$ cat src/psa_pkg.sv
// Shared types, widths and constants for the polygon solid angle block.
// Holds the microcode of the multiply-accumulate sequencer and the CORDIC angle table.
// Depends on nothing; used by psa_isqrt and polygon_solid_angle.
package psa_pkg;

  // Datapath widths, fixed by the Q9.16 difference format.
  localparam int unsigned DV_W   = 25;          // vertex minus point
  localparam int unsigned SQ_W   = 2 * DV_W;    // squared length
  localparam int unsigned RT_W   = SQ_W / 2;    // length
  localparam int unsigned WD_W   = 2 * DV_W + 1; // cross, dot and length products
  localparam int unsigned OP_W   = DV_W + 2;    // multiplier operand
  localparam int unsigned PR_W   = 2 * OP_W;    // multiplier product
  localparam int unsigned ACC_W  = 80;          // numerator and denominator
  localparam int unsigned NRM_W  = 40;          // significant bits fed to the CORDIC
  localparam int unsigned CX_W   = 44;          // CORDIC x and y
  localparam int unsigned Z_W    = 28;          // CORDIC angle, Q.24
  localparam int unsigned HI_SH  = DV_W;        // weight of the upper operand half

  localparam int unsigned CORDIC_STEPS = 25;
  localparam int unsigned NORM_STEPS   = 7;
  localparam int unsigned UCODE_LEN    = 39;
  localparam int unsigned PC_W         = 6;

  localparam logic signed [Z_W-1:0] PI_Q24 = Z_W'(52707179);

  // Operand sources of the shared multiplier.
  typedef enum logic [4:0] {
    SRC_D00, SRC_D01, SRC_D02,
    SRC_D10, SRC_D11, SRC_D12,
    SRC_D20, SRC_D21, SRC_D22,
    SRC_R0, SRC_R1, SRC_R2,
    SRC_CR0, SRC_CR1, SRC_CR2,
    SRC_P12, SRC_P23, SRC_P31,
    SRC_RR
  } src_e;

  // Registers that take the accumulator result.
  typedef enum logic [3:0] {
    DST_NONE, DST_CR0, DST_CR1, DST_CR2,
    DST_P12, DST_P23, DST_P31, DST_RR,
    DST_NUM, DST_DEN
  } dst_e;

  // One microinstruction of the multiply-accumulate sequencer.
  typedef struct packed {
    src_e       a;
    logic       a_hi;   // take the upper half of a wide operand, weighted by HI_SH
    src_e       b;
    logic       clr;    // start a new sum
    logic       sub;    // subtract the product
    dst_e       dst;
    logic       sqrt;   // hand the sum to the square root unit
    logic [1:0] rsel;   // length register that the root goes to
    logic       last;
  } uop_t;

  function automatic uop_t mk(input src_e a, input logic a_hi, input src_e b,
                              input logic clr, input logic sub, input dst_e dst,
                              input logic sqrt, input logic [1:0] rsel,
                              input logic last);
    uop_t u;
    u.a    = a;
    u.a_hi = a_hi;
    u.b    = b;
    u.clr  = clr;
    u.sub  = sub;
    u.dst  = dst;
    u.sqrt = sqrt;
    u.rsel = rsel;
    u.last = last;
    return u;
  endfunction

  // Program for one fan triangle: lengths, cross product, numerator, dot
  // products and denominator.
  function automatic uop_t uop_at(input logic [PC_W-1:0] pc);
    uop_t u;
    unique case (pc)
      6'd0:  u = mk(SRC_D00, 1'b0, SRC_D00, 1'b1, 1'b0, DST_NONE, 1'b0, 2'd0, 1'b0);
      6'd1:  u = mk(SRC_D01, 1'b0, SRC_D01, 1'b0, 1'b0, DST_NONE, 1'b0, 2'd0, 1'b0);
      6'd2:  u = mk(SRC_D02, 1'b0, SRC_D02, 1'b0, 1'b0, DST_NONE, 1'b1, 2'd0, 1'b0);
      6'd3:  u = mk(SRC_D10, 1'b0, SRC_D10, 1'b1, 1'b0, DST_NONE, 1'b0, 2'd0, 1'b0);
      6'd4:  u = mk(SRC_D11, 1'b0, SRC_D11, 1'b0, 1'b0, DST_NONE, 1'b0, 2'd0, 1'b0);
      6'd5:  u = mk(SRC_D12, 1'b0, SRC_D12, 1'b0, 1'b0, DST_NONE, 1'b1, 2'd1, 1'b0);
      6'd6:  u = mk(SRC_D20, 1'b0, SRC_D20, 1'b1, 1'b0, DST_NONE, 1'b0, 2'd0, 1'b0);
      6'd7:  u = mk(SRC_D21, 1'b0, SRC_D21, 1'b0, 1'b0, DST_NONE, 1'b0, 2'd0, 1'b0);
      6'd8:  u = mk(SRC_D22, 1'b0, SRC_D22, 1'b0, 1'b0, DST_NONE, 1'b1, 2'd2, 1'b0);
      6'd9:  u = mk(SRC_D11, 1'b0, SRC_D22, 1'b1, 1'b0, DST_NONE, 1'b0, 2'd0, 1'b0);
      6'd10: u = mk(SRC_D12, 1'b0, SRC_D21, 1'b0, 1'b1, DST_CR0,  1'b0, 2'd0, 1'b0);
      6'd11: u = mk(SRC_D12, 1'b0, SRC_D20, 1'b1, 1'b0, DST_NONE, 1'b0, 2'd0, 1'b0);
      6'd12: u = mk(SRC_D10, 1'b0, SRC_D22, 1'b0, 1'b1, DST_CR1,  1'b0, 2'd0, 1'b0);
      6'd13: u = mk(SRC_D10, 1'b0, SRC_D21, 1'b1, 1'b0, DST_NONE, 1'b0, 2'd0, 1'b0);
      6'd14: u = mk(SRC_D11, 1'b0, SRC_D20, 1'b0, 1'b1, DST_CR2,  1'b0, 2'd0, 1'b0);
      6'd15: u = mk(SRC_CR0, 1'b0, SRC_D00, 1'b1, 1'b0, DST_NONE, 1'b0, 2'd0, 1'b0);
      6'd16: u = mk(SRC_CR0, 1'b1, SRC_D00, 1'b0, 1'b0, DST_NONE, 1'b0, 2'd0, 1'b0);
      6'd17: u = mk(SRC_CR1, 1'b0, SRC_D01, 1'b0, 1'b0, DST_NONE, 1'b0, 2'd0, 1'b0);
      6'd18: u = mk(SRC_CR1, 1'b1, SRC_D01, 1'b0, 1'b0, DST_NONE, 1'b0, 2'd0, 1'b0);
      6'd19: u = mk(SRC_CR2, 1'b0, SRC_D02, 1'b0, 1'b0, DST_NONE, 1'b0, 2'd0, 1'b0);
      6'd20: u = mk(SRC_CR2, 1'b1, SRC_D02, 1'b0, 1'b0, DST_NUM,  1'b0, 2'd0, 1'b0);
      6'd21: u = mk(SRC_D00, 1'b0, SRC_D10, 1'b1, 1'b0, DST_NONE, 1'b0, 2'd0, 1'b0);
      6'd22: u = mk(SRC_D01, 1'b0, SRC_D11, 1'b0, 1'b0, DST_NONE, 1'b0, 2'd0, 1'b0);
      6'd23: u = mk(SRC_D02, 1'b0, SRC_D12, 1'b0, 1'b0, DST_P12,  1'b0, 2'd0, 1'b0);
      6'd24: u = mk(SRC_D10, 1'b0, SRC_D20, 1'b1, 1'b0, DST_NONE, 1'b0, 2'd0, 1'b0);
      6'd25: u = mk(SRC_D11, 1'b0, SRC_D21, 1'b0, 1'b0, DST_NONE, 1'b0, 2'd0, 1'b0);
      6'd26: u = mk(SRC_D12, 1'b0, SRC_D22, 1'b0, 1'b0, DST_P23,  1'b0, 2'd0, 1'b0);
      6'd27: u = mk(SRC_D20, 1'b0, SRC_D00, 1'b1, 1'b0, DST_NONE, 1'b0, 2'd0, 1'b0);
      6'd28: u = mk(SRC_D21, 1'b0, SRC_D01, 1'b0, 1'b0, DST_NONE, 1'b0, 2'd0, 1'b0);
      6'd29: u = mk(SRC_D22, 1'b0, SRC_D02, 1'b0, 1'b0, DST_P31,  1'b0, 2'd0, 1'b0);
      6'd30: u = mk(SRC_R0,  1'b0, SRC_R1,  1'b1, 1'b0, DST_RR,   1'b0, 2'd0, 1'b0);
      6'd31: u = mk(SRC_RR,  1'b0, SRC_R2,  1'b1, 1'b0, DST_NONE, 1'b0, 2'd0, 1'b0);
      6'd32: u = mk(SRC_RR,  1'b1, SRC_R2,  1'b0, 1'b0, DST_NONE, 1'b0, 2'd0, 1'b0);
      6'd33: u = mk(SRC_P12, 1'b0, SRC_R2,  1'b0, 1'b0, DST_NONE, 1'b0, 2'd0, 1'b0);
      6'd34: u = mk(SRC_P12, 1'b1, SRC_R2,  1'b0, 1'b0, DST_NONE, 1'b0, 2'd0, 1'b0);
      6'd35: u = mk(SRC_P23, 1'b0, SRC_R0,  1'b0, 1'b0, DST_NONE, 1'b0, 2'd0, 1'b0);
      6'd36: u = mk(SRC_P23, 1'b1, SRC_R0,  1'b0, 1'b0, DST_NONE, 1'b0, 2'd0, 1'b0);
      6'd37: u = mk(SRC_P31, 1'b0, SRC_R1,  1'b0, 1'b0, DST_NONE, 1'b0, 2'd0, 1'b0);
      6'd38: u = mk(SRC_P31, 1'b1, SRC_R1,  1'b0, 1'b0, DST_DEN,  1'b0, 2'd0, 1'b1);
      default: u = mk(SRC_D00, 1'b0, SRC_D00, 1'b1, 1'b0, DST_NONE, 1'b0, 2'd0, 1'b1);
    endcase
    return u;
  endfunction

  // atan(2^-i) in Q.24, rounded to nearest.
  function automatic logic signed [Z_W-1:0] atan_q24(input logic [4:0] i);
    logic signed [Z_W-1:0] v;
    unique case (i)
      5'd0:  v = Z_W'(13176795);
      5'd1:  v = Z_W'(7778716);
      5'd2:  v = Z_W'(4110060);
      5'd3:  v = Z_W'(2086331);
      5'd4:  v = Z_W'(1047214);
      5'd5:  v = Z_W'(524117);
      5'd6:  v = Z_W'(262123);
      5'd7:  v = Z_W'(131069);
      5'd8:  v = Z_W'(65536);
      5'd9:  v = Z_W'(32768);
      5'd10: v = Z_W'(16384);
      5'd11: v = Z_W'(8192);
      5'd12: v = Z_W'(4096);
      5'd13: v = Z_W'(2048);
      5'd14: v = Z_W'(1024);
      5'd15: v = Z_W'(512);
      5'd16: v = Z_W'(256);
      5'd17: v = Z_W'(128);
      5'd18: v = Z_W'(64);
      5'd19: v = Z_W'(32);
      5'd20: v = Z_W'(16);
      5'd21: v = Z_W'(8);
      5'd22: v = Z_W'(4);
      5'd23: v = Z_W'(2);
      5'd24: v = Z_W'(1);
      default: v = '0;
    endcase
    return v;
  endfunction

endpackage

$ cat src/psa_isqrt.sv
// Bit-serial floor square root, one result bit per cycle.
// Depends on psa_pkg for the radicand and root widths.
module psa_isqrt
  import psa_pkg::*;
(
  input  logic            clk_i,
  input  logic            rst_ni,
  input  logic            start_i,
  input  logic [SQ_W-1:0] radicand_i,
  output logic            done_o,
  output logic [RT_W-1:0] root_o
);

  localparam int unsigned REM_W = RT_W + 3;

  logic [SQ_W-1:0]  rad_q;
  logic [REM_W-1:0] rem_q;
  logic [RT_W-1:0]  root_q;
  logic [4:0]       cnt_q;
  logic             busy_q;
  logic             done_q;
  logic [REM_W-1:0] rem_n;
  logic [REM_W-1:0] trial;
  logic             take;

  // Bring down the next two radicand bits and try the next root bit.
  assign rem_n = {1'b0, rem_q[REM_W-4:0], rad_q[SQ_W-1 -: 2]};
  assign trial = {1'b0, root_q, 2'b01};
  assign take  = rem_n >= trial;

  // Control: step counter and completion pulse.
  always_ff @(posedge clk_i or negedge rst_ni) begin
    if (!rst_ni) begin
      busy_q <= 1'b0;
      done_q <= 1'b0;
      cnt_q  <= '0;
    end else begin
      done_q <= 1'b0;
      if (start_i && !busy_q) begin
        busy_q <= 1'b1;
        cnt_q  <= '0;
      end else if (busy_q) begin
        cnt_q <= cnt_q + 5'd1;
        if (cnt_q == 5'(RT_W - 1)) begin
          busy_q <= 1'b0;
          done_q <= 1'b1;
        end
      end
    end
  end

  // Datapath: partial remainder and root.
  always_ff @(posedge clk_i) begin
    if (start_i && !busy_q) begin
      rad_q  <= radicand_i;
      rem_q  <= '0;
      root_q <= '0;
    end else if (busy_q) begin
      rad_q  <= rad_q << 2;
      rem_q  <= take ? rem_n - trial : rem_n;
      root_q <= {root_q[RT_W-2:0], take};
    end
  end

  assign done_o = done_q;
  assign root_o = root_q;

endmodule

$ cat config.mk
export PLATFORM = sky130hd
export DESIGN_NAME = psa_isqrt
export DESIGN_NICKNAME = d
export VERILOG_FILES = /design/src/psa_pkg.sv /design/src/psa_isqrt.sv
export SDC_FILE = /design/constraint.sdc
export NUM_CORES = 1
export LEC_CHECK = 0
export ABC_AREA = 1
export BUFFER_PORTS_ARGS = -buffer_cell sky130_fd_sc_hd__buf_2
export CORE_ASPECT_RATIO = 1.4
export CORE_MARGIN = 4
export CORE_UTILIZATION = 59
export DETAILED_ROUTE_END_ITERATION = 16
export HOLD_SLACK_MARGIN = 0.1
export PLACE_DENSITY_LB_ADDON = 0.2
export SYNTH_ARGS = -nofsm -noshare
export SYNTH_HDL_FRONTEND = slang
export SYNTH_SLANG_ARGS = --single-unit
export TNS_END_PERCENT = 20
$ cat constraint.sdc
create_clock -name clk_i -period 3.86 [get_ports clk_i]
set_input_delay 0.772 -clock clk_i [delete_from_list [all_inputs] [get_ports clk_i]]
set_output_delay 0.772 -clock clk_i [all_outputs]
set_load 0.02 [all_outputs]
==> results.toml <==
[cells_and_area]
final_cell_area_sq_um = 7130
multi_input_area_sq_um = 3000
regArea_sq_um = 2680
diodes = 0
fin_nets = 1039
final.fill_count = 953
layout-drive-gt1-share_pct = 14.4
syn_to_final_growth_pct = 12.3

[cts]
cts.clk_slew.worst_paths_ns = 0.08
worstSkewPairLatency_ns = 0.35
cts_hold_buf = 0
cts_max_level = 3
postCtsSetupBuffers = 0
cts_buffer_depth = 2
cts_tree = "built"
root_buffer = "clkbuf_16"
cts.sinks = 107
cts_buffers = 9
cts_resized = 0

[synth]
synthFlopType = "edfxtp_1"
ys_warn_count = 0
ys_seq_area_share_pct = 42.2
avgSynthCellArea_sq_um = 7.17
netlist_instances = 885
ys_ff_latch = 107
synthArstFlopShare_pct = 6.54
synth_cell_types = 35
yosysTopAreaCell = "edfxtp_1"
synth_top_area_share_pct = 23.7
synth_area_leaders = "edfxtp_1 24%, nand2_1 22%, dfxtp_1 16%"
syn_area_sq_um = 6350
synth_nets = 967
synth_edf_count = 50

[sta]
tns_ns = 0
period_minus_slack_ns = 2.43
setup_violations = 0
finalHoldViolCount = 0
period_share_pct = 63.1
setup_slack_ns = 1.43
fin_skew_ns = 0.0123
worst_slew_pin_slew_ns = 0.900
fmax_mhz = 411
hold_slack_ns = 0.239
slew_violations = 0
rsz0062_at_grt = "false"
slew_headroom_pct = 39.6

[place]
io_buffers = 78
placed_cell_area_sq_um = 6830
gp_congestion = 0.932
place_ws_ns = 1.22
place_hpwl_mm = 10.8

[global_route]
grt_start_max_net_pins = 61
grt_pass1_wl_mm = 24.0
track_usage_pct = 24.6
antenna_found_initial = 0
grt_pass1_vias = 5306
grt_overflow = 0

[setup_path]
cpMostUsedCell = "nand2_1"
cp.arrival_ns = 2.73
required_ns = 4.16
path_cells = "inv_1, ha_1, nand2_1, nor2_2, nand2_2, nor2_4, nand2_2, nand2_2, nor2_4, nand2_4, nand2_1, nand2_1, nand2_1, nand2_1"
crit_cells = 14
cpPeakStageDelay_ns = 0.39
path_buf_inv = 1
critical_path.top_delay_family = "simple AND/OR/NAND/NOR gates"
cp-end-kind = "flip-flop"
path_max_fanout = 26
reg2regPathDepth = 14
worst_path_max_delay_cell = "ha_1"
path_class = "reg -> reg"
crit_path_start_kind = "flip-flop"

[run_status]
status = "complete, no violations"

[detailed_routing]
viasPerCell = 5.06
drtPass1Iterations = 5
routedWlPerCell_um = 13.2
wl_mm = 14.5
drc = 0
antenna_left = 0
num_vias = 5568
drtIter0Drc = 413

[min_path]
worstHoldPathType = "in -> async"

[floorplan]
start_util_pct = 60.7
die-area_sq_um = 12500
dieWidth_um = 95.7
core_area_sq_um = 10500
pin_count = 79
rows = 44
die_y_um = 131

[flow_run]
cap_violations = 0
## layout by cell type, fill, tap and decap left out, types with 11 or more instances in the layout
cell and count:
nand2_1 380, a21oi_1 15, nor2_1 28, o22ai_1 24, o21ai_0 11, nand3_1 59
inv_1 134, ha_1 29, buf_2 78, edfxtp_1 50, dfxtp_1 50
## sequential cells by signal, indices dropped and copies added (netlist names)
name / cells
rem_q: 25
done_o: 1
cnt_q: 5
root_o: 25
rad_q: 50
busy_q: 1
## stage by stage
stage,instances,utilization (%)
2_1_floorplan,885,-
3_3_place_gp,1084,65.3
3_5_place_dp,1084,65.3
4_1_cts,1100,68.1
5_1_grt,1100,68.1
6_report,1100,68.1
## cells in the mapped netlist (3+ instances only)
master	n
nand4_1	8
nand3_2	8
inv_1	135
nand2_1	380
nor2_1	29
nand2_2	7
xnor2_1	8
buf_6	3
dfrtp_1	7
a21oi_1	15
ha_1	29
dfxtp_1	50
nand3b_1	5
nand3b_2	3
buf_4	3
edfxtp_1	50
nand3_1	59
inv_2	3
o22ai_1	24
nor2_2	5
o21ai_1	6
o21ai_0	11
nor2_4	5
clkbuf_1	16
## kinds of logic after synthesis
logic type	synth area share, %
xor gates and xnor gates	1.24
AOI/OAI and AO/OA	5.52
buffers and inverters	10.7
adders and majority gates	5.72
and+or+nand+nor	34.6
DFF	42.2
## worst paths after layout
path / from / endpoint / slack, ns
worst max-delay path: root_o[14] / rem_q[20] / 1.43
min in group clk_i: rem_q[23] / rem_q[23] / 0.46
max in group asynchronous: rst_ni / busy_q / 3.46
worst min register to register: rem_q[23] / rem_q[23] / 0.46
worst min-delay path: rst_ni / cnt_q[1] / 0.24
worst max register to register: root_o[14] / rem_q[20] / 1.43
## cell type report
type                       instances  area share (%)
clock buffer                      10            3.35
clock inverter                     6           0.790
inverter                         140            7.37
multi-input combinational        612            42.1
sequential                       107            37.6
tap                              138            2.42
timing repair buffer              87            6.43
## per-layer routing
metal	GRT usage (%)	vias to the layer above	wire, um
met1	29.2	2453	5990
met4	12.8	0	665
li1	-	2909	-
met5	0	-	0
met3	4.87	40	759
met2	41.7	166	7090
Power is not shown: default switching activity piles up to over one toggle a cycle in this logic, so the estimate is an artifact.
